<file path="src/sv/assert_macros.svh">
// Assertion macros used by the allocator top level.
`ifndef ASSERT_MACROS_SVH
`define ASSERT_MACROS_SVH
`ifndef NO_ASSERTIONS
// Same-cycle implication, checked on every rising clock edge out of reset.
`define FFA_ASSERT_IMPL(lbl, ante, cons) \
    lbl: assert property (@(posedge aclk) disable iff (!aresetn) (ante) |-> (cons)) \
        else $error("allocator assertion failed");
// Next-cycle implication, checked on every rising clock edge out of reset.
`define FFA_ASSERT_NEXT(lbl, ante, cons) \
    lbl: assert property (@(posedge aclk) disable iff (!aresetn) (ante) |=> (cons)) \
        else $error("allocator assertion failed");
`else
`define FFA_ASSERT_IMPL(lbl, ante, cons)
`define FFA_ASSERT_NEXT(lbl, ante, cons)
`endif
`endif

</file>
<file path="src/sv/ffa_pkg.sv">
// Shared types and constants of the first-fit free-list allocator.
`default_nettype none
package ffa_pkg;
    // Defaults of the top-level parameters.
    localparam int DEF_POOL_DEPTH = 4096;
    localparam int DEF_UNIT_BYTES = 8;

    // Widths of the fixed item fields.
    localparam int REQ_W   = 15;
    localparam int INDEX_W = 12;
    localparam int GRANT_W = 13;
    localparam int CFG_W   = 13;

    // Widths wide enough for any legal parameter value.
    localparam int CMD_BLK_W  = 16;
    localparam int CMD_NEED_W = 14;
    localparam int MAX_PU_W   = 17;

    // Command and status codes.
    localparam logic CMD_ALLOC   = 1'b0;
    localparam logic CMD_FREE    = 1'b1;
    localparam logic STATUS_DONE = 1'b0;
    localparam logic STATUS_FAIL = 1'b1;

    // Classified command as it travels from front to back.
    typedef struct packed {
        logic                  is_free;
        logic                  bad;
        logic [CMD_NEED_W-1:0] need;
        logic [CMD_BLK_W-1:0]  blk;
    } ffa_cmd_t;

    // Status the back part reports to the front part.
    typedef struct packed {
        logic                clearing;
        logic [MAX_PU_W-1:0] pool_units;
    } ffa_status_t;
endpackage
`default_nettype wire

</file>
<file path="src/sv/ffa_front.sv">
// Front part: accepts input items and classifies them into commands.
`default_nettype none
module ffa_front
    import ffa_pkg::*;
#(
    parameter int UNIT_BYTES = DEF_UNIT_BYTES
) (
    input  wire logic        s_tvalid,
    output logic             s_tready,
    input  wire logic [31:0] s_tdata,   // request_bytes[14:0], block_index[26:15], zeros
    input  wire logic [0:0]  s_tuser,   // command[0]
    input  wire ffa_status_t status,
    output logic             push_valid,
    input  wire logic        push_ready,
    output ffa_cmd_t         push_cmd
);
    // Reciprocal of the unit size, exact for every numerator of REQ_W+1 bits.
    localparam int RCP_SH = REQ_W + 7;
    localparam int PROD_W = REQ_W + 1 + RCP_SH + 1;
    localparam logic [RCP_SH:0] RCP_M =
        (RCP_SH+1)'(((64'd1 << RCP_SH) + 64'(UNIT_BYTES) - 64'd1) / 64'(UNIT_BYTES));

    logic [REQ_W-1:0]   req;
    logic [INDEX_W-1:0] idx;
    logic [REQ_W:0]     req_sum;
    logic [PROD_W-1:0]  prod;
    logic [REQ_W:0]     units;
    logic [INDEX_W:0]   idx_m1;

    assign req = s_tdata[REQ_W-1:0];
    assign idx = s_tdata[REQ_W+INDEX_W-1:REQ_W];

    // Units needed: round the byte count up and add the header unit.
    assign req_sum = {1'b0, req} + (REQ_W+1)'(UNIT_BYTES - 1);
    assign prod    = PROD_W'(req_sum) * PROD_W'(RCP_M);
    assign units   = prod[RCP_SH +: REQ_W+1];

    // Header index of a block to free; index zero wraps and is caught as bad.
    assign idx_m1 = {1'b0, idx} - (INDEX_W+1)'(1);

    always_comb begin
        push_cmd.is_free = (s_tuser[0] == CMD_FREE);
        push_cmd.need    = CMD_NEED_W'(units) + CMD_NEED_W'(1);
        push_cmd.blk     = CMD_BLK_W'(idx_m1[INDEX_W-1:0]);
        push_cmd.bad     = (idx == '0) ||
                           (MAX_PU_W'(idx_m1[INDEX_W-1:0]) >= status.pool_units);
    end

    // No item enters while the header memory is being cleared.
    assign push_valid = s_tvalid && !status.clearing;
    assign s_tready   = push_ready && !status.clearing;
endmodule
`default_nettype wire

</file>
<file path="config.mk">
export PLATFORM = sky130hd
export DESIGN_NAME = ffa_front
export DESIGN_NICKNAME = d
export VERILOG_FILES = /design/src/sv/assert_macros.svh /design/src/sv/ffa_pkg.sv /design/src/sv/ffa_front.sv
export SDC_FILE = /design/constraint.sdc
export NUM_CORES = 1
export LEC_CHECK = 0
export BUFFER_PORTS_ARGS = -buffer_cell sky130_fd_sc_hd__clkbuf_2
export CELL_PAD_IN_SITES_DETAIL_PLACEMENT = 0
export CELL_PAD_IN_SITES_GLOBAL_PLACEMENT = 1
export CORE_MARGIN = 5
export CORE_UTILIZATION = 24
export DETAILED_ROUTE_END_ITERATION = 16
export PLACE_DENSITY_LB_ADDON = 0.3
export REMOVE_ABC_BUFFERS = 1
export SETUP_SLACK_MARGIN = 0.3
export SLEW_MARGIN = 20
export SYNTH_ARGS = -nofsm -noshare
export SYNTH_HDL_FRONTEND = slang
export SYNTH_SLANG_ARGS = --single-unit
export TNS_END_PERCENT = 100
</file>
<file path="constraint.sdc">
create_clock -name vclk -period 4.4
set_input_delay 0.88 -clock vclk [all_inputs]
set_output_delay 0.88 -clock vclk [all_outputs]
set_load 0.1 [all_outputs]
</file>
# Word level (Yosys, flattened, before mapping)
# Index checks and enable logic that the tools add are counted.
classes:
  add_sub_neg: 3
  n_lt_le_gt_ge: 1
  reduce_logical: 5
ops:
  columns: ["op", "n"]
  rows:
  - ["12-bit by 17-bit greater-or-equal comparator with 1-bit output", 1]
  - ["15-bit by 3-bit adder with 16-bit output, second input constant", 1]
  - ["13-bit by 1-bit adder with 14-bit output, second input constant", 1]
  - ["12-bit zero test", 1]
  - ["12-bit by 1-bit subtractor with 12-bit output, second input constant", 1]
  - ["1-bit logical AND", 2]
  - ["1-bit zero test", 1]
  - ["1-bit logical OR", 1]
totals:
  reg_bits: 0
  input_bits: 53
  out_inout_bits: 34
  wordCells: 9

# Longest topological paths before layout
# Gate-level depths: netlist of the first run.
logic_depth:
  word_depth: 3
  mapped_depth: 12
  mapped_depth_nobuf: 12

# Worst setup path before layout of the first run
# Ideal clock, no wire load.
synth_path:
  path_type: "input port to output port"
  startpoint: "in s_tdata[15]"
  endpoint: "out push_cmd[30] (netlist bit)"
  arrival_ns: 5.551
  t_required_ns: 3.520
  setup_slack_ns: -2.031
  path_stages: 12
  n_path_buf: 0
  path_cell_list: "inv_1 -> ha_1 -> or3b_1 -> nor3_2 -> nand2_1 -> xnor2_1 -> ha_1 -> a21oi_1 -> nor2b_1 -> o21ai_0 -> o31ai_1 -> a211o_1"
synth_lines:
  columns: ["item", "line", "text"]
  rows:
  - ["start, declared", "ffa_front.sv:10", "input wire logic [31:0] s_tdata,"]
  - ["end, declared", "ffa_front.sv:15", "output ffa_cmd_t push_cmd"]

==> results of run 1 <==
## worst max path at each step
stage	from	end	cells after the start
final	s_tdata[17]	push_cmd[30]	12
after global routing	s_tdata[17]	push_cmd[30]	12
after CTS	s_tdata[17]	push_cmd[30]	13
after detailed placement	s_tdata[17]	push_cmd[30]	13
after global placement	s_tdata[17]	push_cmd[30]	13
after floorplan	s_tdata[15]	push_cmd[30]	12
## metal layers
metal | global-route usage, % | vias to the layer above
met2 | 17.1 | 51
met5 | 0 | -
met4 | 0 | 0
met3 | 2.13 | 0
met1 | 12.7 | 455
li1 | - | 589
## power by group through the flow
stage	Clock (mW)	Combinational (mW)	Sequential (mW)
after floorplan	0	0.211	0
after global placement	0	0.270	0
after detailed placement	0	0.269	0
after CTS	0	0.272	0
after global routing	0	0.289	0
final	0	0.271	0
## kinds of logic after synthesis
family / count (synthesis)
other: 1
buffers and inverters: 21
AO/OA/AOI/OAI: 18
XOR/XNOR: 23
adder cells (fa/ha/maj): 14
AND/OR/NAND/NOR: 53
## final cells by class
class	count	area, µm²	area share, %
Inverter	15	56.3	4.09
Multi-Input combinational cell	113	843	61.2
Tap cell	48	60.1	4.36
Timing Repair Buffer	78	418	30.3
## layout by cell type (no fill, tap or decap), types with 3 or more instances in the layout
| cell | n |
|---|---|
| a21o_1 | 3 |
| clkbuf_2 | 72 |
| nor2_1 | 14 |
| ha_1 | 14 |
| nand4_1 | 4 |
| xor2_1 | 11 |
| nor3_1 | 3 |
| xnor2_1 | 10 |
| buf_4 | 5 |
| o21ai_0 | 3 |
| nand2_1 | 11 |
| nor2b_1 | 5 |
| a21oi_1 | 3 |
| nand3_1 | 4 |
| inv_1 | 15 |
| conb_1 | 5 |
## timing repair
action	4_1_cts	5_1_grt
endpoints found under the setup margin	1	1
setup buffers	1	0
resized for setup	6	2
pin swaps	2	1
## Yosys cell counts (4+ instances only)
| library cell | number |
|---|---|
| nand2_1 | 12 |
| ha_1 | 14 |
| o21ai_0 | 4 |
| nand3_1 | 4 |
| nand4_1 | 4 |
| inv_1 | 15 |
| nor2b_1 | 5 |
| nor2_1 | 14 |
| a21oi_1 | 4 |
| buf_4 | 6 |
| xnor2_1 | 12 |
| xor2_1 | 11 |
==> flow_summary.json, run 1 <==
{
  "grt_use_total_pct": 9.65,
  "ys_top_cells_by_area": "ha_1 (20%), xnor2_1 (12%), xor2_1 (11%)",
  "critPathLaunchType": "input port",
  "max_slew.worst_pin.slew_ps": 554,
  "worstPathCellList": "clkbuf_2, or3_1, or3b_4, buf_4, xnor2_4, ha_1, a21o_1, a21o_1, a21oi_2, nor2_1, a211o_1, buf_12",
  "setup_viol": 0,
  "end_kind": "output port",
  "vias": 1095,
  "outcome": "finished, final reports clean",
  "fp.dieH_um": 70.8,
  "wl_met3_um": 273,
  "grt_pass1_vias": 1070,
  "firstDrtPassIters": 4,
  "synth-seq-area-share_pct": 0,
  "drtIter0Drc": 16,
  "path_delay_family": "simple AND/OR/NAND/NOR gates",
  "crit_slowest_cell": "or3b_4",
  "dp_slack_ps": 13.2,
  "antenna_cells": 0,
  "yosysTopAreaCell": "ha_1",
  "yosysWarnings": 0,
  "seq_cells": 0,
  "cp_max_fo": 2,
  "regArea_um2": 0,
  "grt_max_degree": 7,
  "dp_cells": 253,
  "drive_gt1_share_pct": 43.7,
  "synthesis.area_um2": 888,
  "postRouteAntennaNets": 0,
  "setup-tns-final_ps": 0,
  "pwr-share-comb_pct": 100.0,
  "max_stage_delay_ps": 410,
  "rsz0062_at_grt": "true",
  "ioPinCount": 87,
  "row_count": 22,
  "crit_path_frequent_cell": "a21o_1",
  "fp.dieW_um": 70.8,
  "ys_types": 30,
  "synthCells": 130,
  "fin_crit_ps": 4240,
  "fin_ws_ps": 164,
  "synthSimpleGateAreaFrac_pct": 30.8,
  "via_per_inst": 4.31,
  "utilization_pct": 37.9,
  "port_buffers": 75,
  "worst-path-buf-inv": 3,
  "power_mw": 0.271,
  "min_period_over_period_pct": 96.3,
  "grt_pass1_wl_um": 4390,
  "power_frac_seq_pct": 0,
  "hp-class": "in2out",
  "cp.required_ps": 3520,
  "antenna_found_initial": 0,
  "hold_path_end": "push_cmd[31]",
  "ir_worst_vdd_mv": 0.0724,
  "core_mm2": 0.00363,
  "cts_hold_buf": 0,
  "avgRoutedWirePerCell_um": 9.90,
  "grt-ovfl-total": 0,
  "clock_buffers": 0,
  "avgSynthCellArea_um2": 6.83,
  "p_leak_nw": 0.777,
  "holdPathStages": 0,
  "fmax_mhz": 236,
  "synth_top_area_share_pct": 19.7,
  "fillers": 402,
  "final_area_mm2": 0.00138,
  "synthXorXnorAreaFrac_pct": 22.7,
  "dp_hpwl_um": 2330,
  "final_nets": 275,
  "hold_viol": 0,
  "stdcell_count": 254,
  "synth_compound_area_share_pct": 14.9,
  "synthAdderAreaFrac_pct": 19.7,
  "synth.area.mux_share_pct": 0,
  "cap_viol_max_count": 0,
  "drcViolationCount": 0,
  "swShare_pct": 78.7,
  "synth_top_family_by_area": "simple AND/OR/NAND/NOR gates",
  "whs_ps": 1760,
  "hold_path.startpoint": "s_tuser",
  "place_area_mm2": 0.00133,
  "route.met2.wl_um": 1150,
  "power.switching_mw": 0.214,
  "finalMaxSlewViolations": 0,
  "p_per_area_mw_per_mm2": 197,
  "worstPathArrival_ps": 3360,
  "slew_headroom_pct": 63.2,
  "start_util_pct": 24.4,
  "highest_layer": "met3",
  "drt-total-wl_um": 2520,
  "die_area_mm2": 0.00502,
  "drt-met1-wl_um": 1090,
  "p_int_mw": 0.0578,
  "clock_power_share_pct": 0,
  "critPathKind": "in2out",
  "syn_to_final_growth_pct": 55.1,
  "gp_congestion": 0.751
}
(Power assumes the default switching activity.)
==> run 2: changes to the inputs <==
--- a/config.mk
+++ b/config.mk
@@ -8,6 +8,7 @@
 export BUFFER_PORTS_ARGS = -buffer_cell sky130_fd_sc_hd__clkbuf_2
 export CELL_PAD_IN_SITES_DETAIL_PLACEMENT = 0
 export CELL_PAD_IN_SITES_GLOBAL_PLACEMENT = 1
+export CORE_ASPECT_RATIO = 0.75
 export CORE_MARGIN = 5
 export CORE_UTILIZATION = 24
 export DETAILED_ROUTE_END_ITERATION = 16
==> run 2 against run 1 <==
  * Non-clock buffer count decreased by 1
  * Die area increased by 0.25%
  * Via count decreased by 3.7%
  * Flip-flop and latch count unchanged
  * Sequential share of layout area unchanged
  * Clock-buffer cell count unchanged
  * Critical path depth decreased by 1
  * Final cell count increased by 1.2%
  * Worst setup slack improved by 6.9 ps
  * Utilization about the same
==> flow_summary.json, run 2 (synthesized netlist as in run 1, its figures left out) <==
{
  "place_area_mm2": 0.00133,
  "row_count": 19,
  "setup_viol": 0,
  "ioPinCount": 87,
  "cap_viol_max_count": 0,
  "ir_worst_vdd_mv": 0.114,
  "via_per_inst": 4.11,
  "power_mw": 0.271,
  "critPathLaunch": "s_tdata[17]",
  "min_period_over_period_pct": 96.1,
  "avgRoutedWirePerCell_um": 9.98,
  "antenna_cells": 0,
  "whs_ps": 1760,
  "rsz0062_at_grt": "true",
  "postRouteAntennaNets": 0,
  "fin_crit_ps": 4230,
  "regArea_um2": 0,
  "fp.dieW_um": 80.3,
  "port_buffers": 75,
  "syn_to_final_growth_pct": 54.1,
  "drcViolationCount": 0,
  "seq_cells": 0,
  "drive_gt1_share_pct": 43.9,
  "critPathKind": "in2out",
  "max_slew.worst_pin.slew_ps": 556,
  "setup-tns-final_ps": 0,
  "p_per_area_mw_per_mm2": 198,
  "dp_slack_ps": 86.3,
  "drt-total-wl_um": 2570,
  "antenna_found_initial": 0,
  "p_leak_nw": 0.772,
  "cp.required_ps": 3520,
  "stdcell_count": 257,
  "final_common_cell": "clkbuf_2",
  "grt_pass1_wl_um": 4540,
  "clock_buffers": 0,
  "hp-class": "in2out",
  "fmax_mhz": 236,
  "core_mm2": 0.00361,
  "final_nets": 274,
  "dp_cells": 257,
  "cp_max_fo": 3,
  "grt_use_total_pct": 10.3,
  "fp.dieH_um": 62.7,
  "fillers": 425,
  "grt_max_degree": 7,
  "outcome": "finished, final reports clean",
  "hold_viol": 0,
  "dp_hpwl_um": 2380,
  "die_area_mm2": 0.00503,
  "grt-ovfl-total": 0,
  "drtIter0Drc": 48,
  "post_cts_buffers": 0,
  "finalMaxSlewViolations": 0,
  "crit_end": "push_cmd[30]",
  "layout_common_cells": "clkbuf_2 (72), inv_1 (15), nor2_1 (14), ha_1 (14)",
  "end_kind": "output port",
  "fin_ws_ps": 171,
  "final_area_mm2": 0.00137,
  "start_util_pct": 24.6,
  "grt_pass1_vias": 1041,
  "firstDrtPassIters": 4,
  "utilization_pct": 37.9,
  "gp_congestion": 0.691,
  "cts_hold_buf": 0,
  "worstPathArrival_ps": 3350,
  "vias": 1055,
  "critPathLaunchType": "input port",
  "slew_headroom_pct": 63.1
}
[run 2: worst min-delay path by stage]
stage	endpoint	from	depth (start not counted)
after CTS	push_cmd[31]	s_tuser	0
final	push_cmd[31]	s_tuser	0
after detailed placement	push_cmd[31]	s_tuser	0
after global routing	push_cmd[31]	s_tuser	0
after global placement	push_cmd[31]	s_tuser	0
after floorplan	push_cmd[31]	s_tuser	0
[run 2: layout make-up]
type                            instances  area [µm²]  area share [%]
Inverter                               15        56.3            4.11
Tap cell                               52        65.1            4.75
Timing Repair Buffer                   77         410            30.0
Multi-Input combinational cell        113         837            61.2
[run 2: repair_timing]
item,4_1_cts,5_1_grt
pin swaps,3,1
gates resized for setup,5,3
setup endpoints to repair,1,1
[run 2: power breakdown]
group	switching (mW)	internal [mW]
clock network	0	0
logic	0.214	0.0570
registers	0	0
[run 2: worst max-delay path: stages]
cell and delay (ps):
clkbuf_2 80, or3_1 400, or3b_4 440, xnor2_2 160, ha_1 300, a21o_1 160, a21o_1 160, a21oi_1 210
nor2_1 60, a211o_1 300, buf_12 180
[run 2: layer usage]
metal,vias up,share of wire [%],global-route usage (%)
li1,586,-,-
met1,431,48,15.8
met2,38,42,15.6
met3,0,10,2.16
met4,0,0,0
met5,-,0,0
