### src/sv/assert_macros.svh
// Assertion macros used by the allocator top level.
`ifndef ASSERT_MACROS_SVH
`define ASSERT_MACROS_SVH
`ifndef NO_ASSERTIONS
// Same-cycle implication, checked on every rising clock edge out of reset.
`define FFA_ASSERT_IMPL(lbl, ante, cons) \
    lbl: assert property (@(posedge aclk) disable iff (!aresetn) (ante) |-> (cons)) \
        else $error("allocator assertion failed");
// Next-cycle implication, checked on every rising clock edge out of reset.
`define FFA_ASSERT_NEXT(lbl, ante, cons) \
    lbl: assert property (@(posedge aclk) disable iff (!aresetn) (ante) |=> (cons)) \
        else $error("allocator assertion failed");
`else
`define FFA_ASSERT_IMPL(lbl, ante, cons)
`define FFA_ASSERT_NEXT(lbl, ante, cons)
`endif
`endif

### src/sv/ffa_pkg.sv
// Shared types and constants of the first-fit free-list allocator.
`default_nettype none
package ffa_pkg;
    // Defaults of the top-level parameters.
    localparam int DEF_POOL_DEPTH = 4096;
    localparam int DEF_UNIT_BYTES = 8;

    // Widths of the fixed item fields.
    localparam int REQ_W   = 15;
    localparam int INDEX_W = 12;
    localparam int GRANT_W = 13;
    localparam int CFG_W   = 13;

    // Widths wide enough for any legal parameter value.
    localparam int CMD_BLK_W  = 16;
    localparam int CMD_NEED_W = 14;
    localparam int MAX_PU_W   = 17;

    // Command and status codes.
    localparam logic CMD_ALLOC   = 1'b0;
    localparam logic CMD_FREE    = 1'b1;
    localparam logic STATUS_DONE = 1'b0;
    localparam logic STATUS_FAIL = 1'b1;

    // Classified command as it travels from front to back.
    typedef struct packed {
        logic                  is_free;
        logic                  bad;
        logic [CMD_NEED_W-1:0] need;
        logic [CMD_BLK_W-1:0]  blk;
    } ffa_cmd_t;

    // Status the back part reports to the front part.
    typedef struct packed {
        logic                clearing;
        logic [MAX_PU_W-1:0] pool_units;
    } ffa_status_t;
endpackage
`default_nettype wire

### src/sv/ffa_queue.sv
// Two-entry command queue between front and back parts.
`default_nettype none
module ffa_queue
    import ffa_pkg::*;
(
    input  wire logic     aclk,
    input  wire logic     aresetn,
    input  wire logic     in_valid,
    output logic          in_ready,
    input  wire ffa_cmd_t in_cmd,
    output logic          out_valid,
    input  wire logic     out_pop,
    output ffa_cmd_t      out_cmd
);
    ffa_cmd_t   slot_reg [2];
    logic       wr_ptr_reg, wr_ptr_next;
    logic       rd_ptr_reg, rd_ptr_next;
    logic [1:0] count_reg, count_next;
    logic       push, pop;

    assign in_ready  = (count_reg != 2'd2);
    assign out_valid = (count_reg != 2'd0);
    assign out_cmd   = slot_reg[rd_ptr_reg];
    assign push      = in_valid && in_ready;
    assign pop       = out_pop && out_valid;

    // Pointer and fill bookkeeping.
    always_comb begin
        wr_ptr_next = push ? ~wr_ptr_reg : wr_ptr_reg;
        rd_ptr_next = pop ? ~rd_ptr_reg : rd_ptr_reg;
        count_next  = count_reg + 2'(push) - 2'(pop);
    end

    always_ff @(posedge aclk) begin
        if (push) begin
            slot_reg[wr_ptr_reg] <= in_cmd;
        end
        if (!aresetn) begin
            wr_ptr_reg <= 1'b0;
            rd_ptr_reg <= 1'b0;
            count_reg  <= 2'd0;
        end else begin
            wr_ptr_reg <= wr_ptr_next;
            rd_ptr_reg <= rd_ptr_next;
            count_reg  <= count_next;
        end
    end
endmodule
`default_nettype wire

### config.mk
export PLATFORM = sky130hd
export DESIGN_NAME = ffa_queue
export DESIGN_NICKNAME = d
export VERILOG_FILES = /design/src/sv/assert_macros.svh /design/src/sv/ffa_pkg.sv /design/src/sv/ffa_queue.sv
export SDC_FILE = /design/constraint.sdc
export NUM_CORES = 1
export LEC_CHECK = 0
export ABC_AREA = 1
export BUFFER_PORTS_ARGS = -buffer_cell sky130_fd_sc_hd__clkbuf_2
export CORE_ASPECT_RATIO = 1.2
export CORE_MARGIN = 2
export CORE_UTILIZATION = 30
export CTS_BUF_LIST = sky130_fd_sc_hd__clkbuf_4
export DETAILED_ROUTE_END_ITERATION = 12
export SLEW_MARGIN = 5
export SYNTH_ARGS = -nofsm -noshare
export SYNTH_HDL_FRONTEND = slang
export SYNTH_SLANG_ARGS = --single-unit
### constraint.sdc
create_clock -name aclk -period 2.6 [get_ports aclk]
set_clock_uncertainty 0.15 [all_clocks]
set_input_delay 0.52 -clock aclk [delete_from_list [all_inputs] [get_ports aclk]]
set_output_delay 0.52 -clock aclk [all_outputs]
set_load 0.01 [all_outputs]
-- Word level (Yosys, flattened, before mapping)
Memory sizes are Yosys's and may differ from the RTL's. A register that Yosys moved wholly into a read port is not among the register bits.
Cells that the tools add are included.
- register bits: 4
- memory bits (writable): 64
- output and inout port bits: 34
- logic and storage cells: 16
- memories kept: 1
- add/sub/neg operators: 2
- eq/ne operators: 1
- muxes and demuxes: 4
- bitwise operators: 2
- reduce and logical (&&, ||, !) cells: 3
- memory list (name ; depth ; width ; read ports ; clocked after Yosys merged registers in ; write ports ; RTL line ; source):
    slot_reg ; 2 ; 32 ; 1 ; 1 ; 1 ; ffa_queue.sv:15 ; ffa_cmd_t slot_reg [2];
- operators by type and width (kind ; number):
    $mux W1 ; 4
    $add A2 B1 Y2 ; 1
    $logic_and A1 B1 Y1 ; 2
    $ne A2 B2 Y1 const B ; 1
    $not A1 Y1 ; 2
    $reduce_bool A2 Y1 ; 1
    $sub A2 B1 Y2 ; 1

-- Logic depth before layout (Yosys ltp)
Gate-level depths: netlist of run 1.
- word-level depth: 4
- mapped depth: 11
- gate-level depth less buffers: 11

-- Worst setup path before layout of run 1
OpenSTA, ideal clock, no wires.
- kind: reg2reg
- from: register count_reg[0]
- to: memory slot_reg[0][0] (netlist bit), enable pin
- arrival: 1.979 ns
- required time: 2.029 ns
- setup slack: 0.050 ns
- stages on the path, launching flop included: 5
- clock period less this slack: 2.550 ns
- cells stage by stage: dfxtp_1 inv_1 nand2_1 nand2_1 nor2_1
- cells in the longest elaborated chain, start to end: 4
- ends and longest elaborated chain (item ; RTL line ; source):
    start, declared ; ffa_queue.sv:18 ; logic [1:0] count_reg, count_next;
    start signal, assigned ; ffa_queue.sv:45 ; count_reg <= count_next;
    $ne A2 B2 Y1 ; ffa_queue.sv:21 ; assign in_ready = (count_reg != 2'd2);
    named net in_ready ; ffa_queue.sv:9 ; output logic in_ready,
    $logic_and A1 B1 Y1 ; ffa_queue.sv:24 ; assign push = in_valid && in_ready;
    $mux W1 ; ffa_queue.sv:35 ; if (push) begin
    $mux W1 (not written as such) ; ffa_queue.sv:36 ; slot_reg[wr_ptr_reg] <= in_cmd;
    end, declared ; ffa_queue.sv:15 ;
The timed path passes the listed nets, and every way through them passes these cells.

==> insert_results.sql, run 1 <==
INSERT INTO impl_metrics (metric_group, metric, value, unit) VALUES
('timing', 'finalCritPeriodShare', '84.5', '%'),
('die', 'ios', '70', ''),
('synthesis', 'syn_nets', '174', ''),
('critical_path', 'path_max_fanout', '18', ''),
('cts', 'path_clk_slew', '120', 'ps'),
('timing', 'final-max-slew-violation-count', '0', ''),
('critical_path', 'critical_path_arrival', '1530', 'ps'),
('cts', 'worstSkewPairLatency', '410', 'ps'),
('global_route', 'gr-total-overflow', '0', ''),
('timing', 'tightestPinTransition', '475', 'ps'),
('cts', 'cts_buffer_depth', '2', ''),
('detailed_routing', 'drt-vias-per-instance', '4.02', ''),
('synthesis', 'synthesis.area', '0.00271', 'mm²'),
('critical_path', 'cp-start-kind', 'register', ''),
('detailed_routing', 'drt_iter0_drc', '82', ''),
('critical_path', 'crit-reg2reg-launch', 'count_reg[0]', ''),
('die', 'rows', '37', ''),
('die', 'fp.dieArea', '0.00980', 'mm²'),
('cells_and_area', 'syn2layout_area_growth', '24.0', '%'),
('detailed_routing', 'first_pass_iters', '7', ''),
('global_route', 'grtUsageMet2', '14.6', '%'),
('cts', 'cts_made_buffers', '9', ''),
('synthesis', 'seq_area_frac_synth', '74.7', '%'),
('detailed_routing', 'drcViolationCount', '0', ''),
('critical_path', 'worstPathRequired', '1930', 'ps'),
('detailed_routing', 'drt-wirelength-per-cell', '13.0', 'µm'),
('pwr', 'power.leakage', '1.36', 'nW'),
('cells_and_area', 'final_cell_mix', '69 x clkbuf_2, 64 x edfxtp_1, 30 x mux2_4', ''),
('synthesis', 'average_footprint_of_a_synthesized_cell', '19.9', 'µm²'),
('detailed_routing', 'totalWireLength', '4400', 'µm'),
('global_route', 'grt.total_usage', '9.68', '%'),
('timing', 'final.min_clock_period', '2200', 'ps'),
('global_route', 'grt_use_met1', '10.9', '%'),
('global_route', 'grt_start_max_net_pins', '24', ''),
('flow_run', 'maxCapViolations', '0', ''),
('die', 'fp.coreArea', '0.00866', 'mm²'),
('cells_and_area', 'largest_register_ff_count', '64', ''),
('pwr', 'power.ir.vdd_worst', '0.412', 'mV'),
('cts', 'number_of_buffers_inserted_to_repair_setup_after_cts', '0', ''),
('die', 'floorplan.die.height', '108', 'µm'),
('placement', 'detailedPlacementHpwl', '3090', 'µm'),
('synthesis', 'post_synth_inst_count', '136', ''),
('pwr', 'p_per_area', '923', 'mW/mm²'),
('cells_and_area', 'design.final.nets', '254', ''),
('cts', 'cts.sinks', '69', ''),
('cts', 'htree_num_levels', '3', ''),
('timing', 'totalNegativeSetupSlack', '0', 'ps'),
('critical_path', 'rr_worst_depth', '5', ''),
('timing', 'hold_viol_final', '0', ''),
('synthesis', 'yosysWarnings', '0', ''),
('global_route', 'grt_antenna_before_repair', '0', ''),
('timing', 'finalSetupViolations', '0', ''),
('timing', 'fmax', '455', 'MHz'),
('global_route', 'busiest_layer', 'met2', ''),
('critical_path', 'regToRegSetupSlack', '870', 'ps'),
('global_route', 'wire_length_of_the_first_global_routing_pass', '6830', 'µm'),
('global_route', 'globalRouteMet3Util', '4.81', '%'),
('cells_and_area', 'finalInstanceArea', '0.00336', 'mm²'),
('cells_and_area', 'layout-drive-gt1-share', '55.7', '%'),
('cts', 'cts_tree', 'done', ''),
('timing', 'max_slew_margin', '68.3', '%'),
('cts', 'cell_chosen_for_the_clock_root', 'clkbuf_4', ''),
('die', 'fp.dieW', '90.7', 'µm'),
('critical_path', 'worst_setup_path_type', 'reg2out', ''),
('global_route', 'first_global_vias', '1389', ''),
('outcome', 'status', 'finished, final reports clean', ''),
('timing', 'rsz0062_at_grt', 'false', ''),
('cells_and_area', 'num_antenna_cells', '0', ''),
('synthesis', 'synth_seq_cells', '69', ''),
('cts', 'cts_hold_repair.buffers', '0', ''),
('detailed_routing', 'ant_nets', '0', ''),
('cts', 'ctsResizeCount', '0', ''),
('placement', 'port_buffers', '69', ''),
('die', 'initial_core_util', '31.3', '%'),
('placement', 'detailed_place.area', '0.00319', 'mm²'),
('critical_path', 'worst_setup_path_endpoint', 'out_cmd[15]', ''),
('detailed_routing', 'via_count', '1358', ''),
('synthesis', 'yosysUniqueCellTypes', '12', ''),
('min_path', 'min-delay-path-class', 'in2reg', ''),
('critical_path', 'critPathCaptureType', 'output pin', ''),
('critical_path', 'regToRegEndpoint', 'slot_reg[1][18]', ''),
('cells_and_area', 'layout_commonest_cell', 'clkbuf_2', ''),
('placement', 'finalWeightedCongestion', '0.669', '');
-- logic make-up (layout without fill, tap and decap cells) --
| group | count (synthesis) | in the layout | share of synthesized area, % |
|---|---|---|---|
| AO/OA/AOI/OAI | 2 | 2 | 0.370 |
| buffers and inverters | 11 | 96 | 3.61 |
| multiplexers | 32 | 32 | 17.5 |
| adder cells (fa/ha/maj) | 2 | 2 | 0.924 |
| AND/OR/NAND/NOR | 20 | 20 | 2.91 |
| flip-flops | 69 | 69 | 74.7 |
-- worst min path at each step --
stage | from | to | cells past startpoint
after floorplan | rd_ptr_reg | register | 2
after global placement | rd_ptr_reg | rd_ptr_reg | 2
after detailed placement | rd_ptr_reg | rd_ptr_reg | 2
after CTS | in_cmd[24] | slot_reg[1][24] | 1
after global routing | in_cmd[24] | slot_reg[1][24] | 1
final | in_cmd[24] | slot_reg[1][24] | 1
-- synth_stat cells --
cell type	count	area [µm²]
ha_1	2	25.0
nand2_1	9	33.8
inv_1	7	26.3
buf_12	3	60.1
buf_6	1	11.3
a21oi_1	2	10.0
nand3_1	3	15.0
edfxtp_1	64	1920
mux2_2	2	22.5
mux2_4	30	450
nor2_1	8	30.0
dfxtp_1	5	100
-- report_power, final --
| part | internal (mW) | switching, mW |
|---|---|---|
| combinational | 0.433 | 0.430 |
| clock | 0.394 | 0.386 |
| sequential | 1.41 | 0.0494 |
-- critical path, cell delays in order (launching register included) --
cell	delay [ps]
dfxtp_2	340
buf_4	320
mux2_4	340
clkbuf_2	130
-- layer usage --
| layer | up-vias | part of all wire [%] |
|---|---|---|
| met5 | - | 0 |
| met4 | 0 | 1.8 |
| met3 | 7 | 8.5 |
| met2 | 43 | 48 |
| met1 | 640 | 42 |
| li1 | 668 | - |
-- cell type report --
class / instances / area, µm²
inverter: 7 / 26.3
clock buffer: 9 / 67.6
fill: 831 / 5300
sequential: 69 / 2020
clock inverter: 7 / 98.8
tap: 117 / 146
timing repair buffer: 73 / 400
multi-input combinational: 56 / 594
-- per-stage QoR --
step | power (mW) | std cells | util (%) | setup WS, ps | hold slack (ps)
floorplan | 2.11 | 136 | - | 49.7 | 317
global placement | 2.36 | 322 | 36.9 | 790 | 343
detailed placement | 2.37 | 322 | 36.9 | 778 | 347
CTS | 3.16 | 338 | 38.8 | 343 | 101
global route | 3.29 | 338 | 38.8 | 289 | 71.3
finish | 3.10 | 338 | 38.8 | 404 | 139
Power figures use the tool's default switching activity.
==> run 2: changes to the inputs <==
==> constraint.sdc (replaced) <==
create_clock -name aclk -period 2.2 [get_ports aclk]
set_clock_uncertainty 0.15 [all_clocks]
set_input_delay 0.44 -clock aclk [delete_from_list [all_inputs] [get_ports aclk]]
set_output_delay 0.44 -clock aclk [all_outputs]
set_load 0.01 [all_outputs]
==> insert_results.sql, run 2 (synthesis gave the netlist of run 1 again) <==
INSERT INTO impl_metrics (metric_group, metric, value, unit) VALUES
('outcome', 'status', 'finished, final reports clean', ''),
('cells_and_area', 'syn2layout_area_growth', '22.9', '%'),
('global_route', 'first_global_vias', '1403', ''),
('cts', 'cell_chosen_for_the_clock_root', 'clkbuf_4', ''),
('cells_and_area', 'design.final.nets', '256', ''),
('detailed_routing', 'highest-signal-layer', 'met4', ''),
('cts', 'htree_num_levels', '3', ''),
('pwr', 'p_per_area', '1060', 'mW/mm²'),
('cts', 'cts_tree', 'done', ''),
('timing', 'final.min_clock_period', '2050', 'ps'),
('pwr', 'power.ir.vdd_worst', '0.517', 'mV'),
('critical_path', 'critPathCaptureType', 'output pin', ''),
('detailed_routing', 'totalWireLength', '4360', 'µm'),
('detailed_routing', 'first_pass_iters', '3', ''),
('timing', 'fmax', '489', 'MHz'),
('global_route', 'grt_antenna_before_repair', '0', ''),
('timing', 'totalNegativeSetupSlack', '0', 'ps'),
('cts', 'ctsResizeCount', '0', ''),
('die', 'initial_core_util', '31.3', '%'),
('die', 'fp.dieArea', '0.00980', 'mm²'),
('detailed_routing', 'drcViolationCount', '0', ''),
('timing', 'rsz0062_at_grt', 'false', ''),
('detailed_routing', 'drt-wirelength-per-cell', '12.9', 'µm'),
('cts', 'cts.sinks', '69', ''),
('timing', 'max_slew_margin', '81.5', '%'),
('pwr', 'power.leakage', '1.36', 'nW'),
('critical_path', 'worstPathRequired', '1610', 'ps'),
('cts', 'worstSkewPairLatency', '390', 'ps'),
('timing', 'final-max-slew-violation-count', '0', ''),
('min_path', 'min-delay-path-class', 'in2reg', ''),
('detailed_routing', 'met3_wirelength', '261', 'µm'),
('timing', 'tightestPinTransition', '277', 'ps'),
('cells_and_area', 'layout_commonest_cell', 'clkbuf_2', ''),
('global_route', 'grt_start_max_net_pins', '25', ''),
('cells_and_area', 'num-fill-cells', '831', ''),
('critical_path', 'path_max_fanout', '24', ''),
('detailed_routing', 'm1WireLength', '1700', 'µm'),
('die', 'fp.dieW', '90.7', 'µm'),
('timing', 'finalSetupViolations', '0', ''),
('cells_and_area', 'layout-drive-gt1-share', '55.9', '%'),
('detailed_routing', 'drt_iter0_drc', '57', ''),
('placement', 'port_buffers', '69', ''),
('placement', 'finalWeightedCongestion', '0.659', ''),
('flow_run', 'maxCapViolations', '0', ''),
('critical_path', 'sequence_of_cells_on_the_critical_path', 'buf_12 > mux2_2 > clkbuf_2', ''),
('cells_and_area', 'final_cell_mix', '69 x clkbuf_2, 64 x edfxtp_1, 30 x mux2_4', ''),
('cells_and_area', 'num_antenna_cells', '0', ''),
('die', 'floorplan.die.height', '108', 'µm'),
('detailed_routing', 'wl_met2', '2300', 'µm'),
('cts', 'path_clk_slew', '110', 'ps'),
('cells_and_area', 'largest_register_ff_count', '64', ''),
('placement', 'detailedPlacementHpwl', '3100', 'µm'),
('global_route', 'wire_length_of_the_first_global_routing_pass', '6780', 'µm'),
('critical_path', 'cp-start-kind', 'register', ''),
('cts', 'cts_buffer_depth', '2', ''),
('global_route', 'grt.total_usage', '9.41', '%'),
('cts', 'cts_hold_repair.buffers', '0', ''),
('critical_path', 'worst_setup_path_type', 'reg2out', ''),
('critical_path', 'critical_path_arrival', '1460', 'ps'),
('cts', 'cts_made_buffers', '9', ''),
('critical_path', 'slowest_stage', 'dfxtp_2', ''),
('global_route', 'gr-total-overflow', '0', ''),
('timing', 'finalCritPeriodShare', '93.0', '%'),
('timing', 'hold_viol_final', '0', ''),
('die', 'fp.coreArea', '0.00866', 'mm²'),
('cells_and_area', 'final_core_utilization', '38.4', '%'),
('die', 'ios', '70', ''),
('critical_path', 'critPathMaxStageDelay', '360', 'ps'),
('cts', 'number_of_buffers_inserted_to_repair_setup_after_cts', '0', ''),
('die', 'rows', '37', ''),
('detailed_routing', 'ant_nets', '0', ''),
('detailed_routing', 'via_count', '1385', ''),
('detailed_routing', 'drt-vias-per-instance', '4.09', '');
==> run 2: changes by cell type in the layout (fill, tap and decap cells not counted), sizes merged <==
cell / change
clkinv: +1
inv: -1
buf: +2
bufinv: -1
==> run 2: worst paths after layout <==
check	from	endpoint	depth (start not counted)	slack, ps
setup / recovery	register	out_cmd[0]	3	150
hold / removal	in_cmd[9]	slot_reg[0][9]	1	70
setup reg to reg	count_reg[0]	count_reg[1]	10	470
hold reg to reg	rd_ptr_reg	register	2	380
==> run 2: layout make-up <==
type                       instances  area [µm²]  area share (%)
inverter                           7        26.3           0.790
timing repair buffer              75         403            12.1
multi-input combinational         56         594            17.9
clock inverter                     6        65.1            1.96
sequential                        69        2020            60.8
clock buffer                       9        67.6            2.03
tap                              117         146            4.40
==> run 2: metrics by stage <==
stage                     setup slack (ps)  hold slack, ps  total power, mW  instances  instance area (µm²)
after floorplan                        172             317             2.49        136                 2710
after global placement                 511             365             2.79        324                 3190
after detailed placement               443             341             2.82        324                 3190
after CTS                             89.0            29.7             3.59        339                 3330
after global routing                  35.3            11.2             3.74        339                 3330
final                                  154            71.6             3.52        339                 3330
==> run 2: power by group <==
group          leakage, nW  total, mW  internal [mW]  switching [mW]
clock network       0.0717      0.769          0.340           0.429
registers            0.639       1.72           1.66          0.0628
logic                0.645       1.03          0.517           0.511
==> run 2: critical path, delay by kind of cell, from the launching register on <==
kind / cells / cell delay (ps)
mux: 1 / 360
flops: 1 / 360
buf+inv: 2 / 340
==> run 2: metal layers <==
layer | GRT usage (%) | up-vias
met2 | 15.6 | 43
li1 | - | 672
met4 | 5.27 | 0
met3 | 3.90 | 8
met1 | 10.2 | 662
met5 | 0 | -
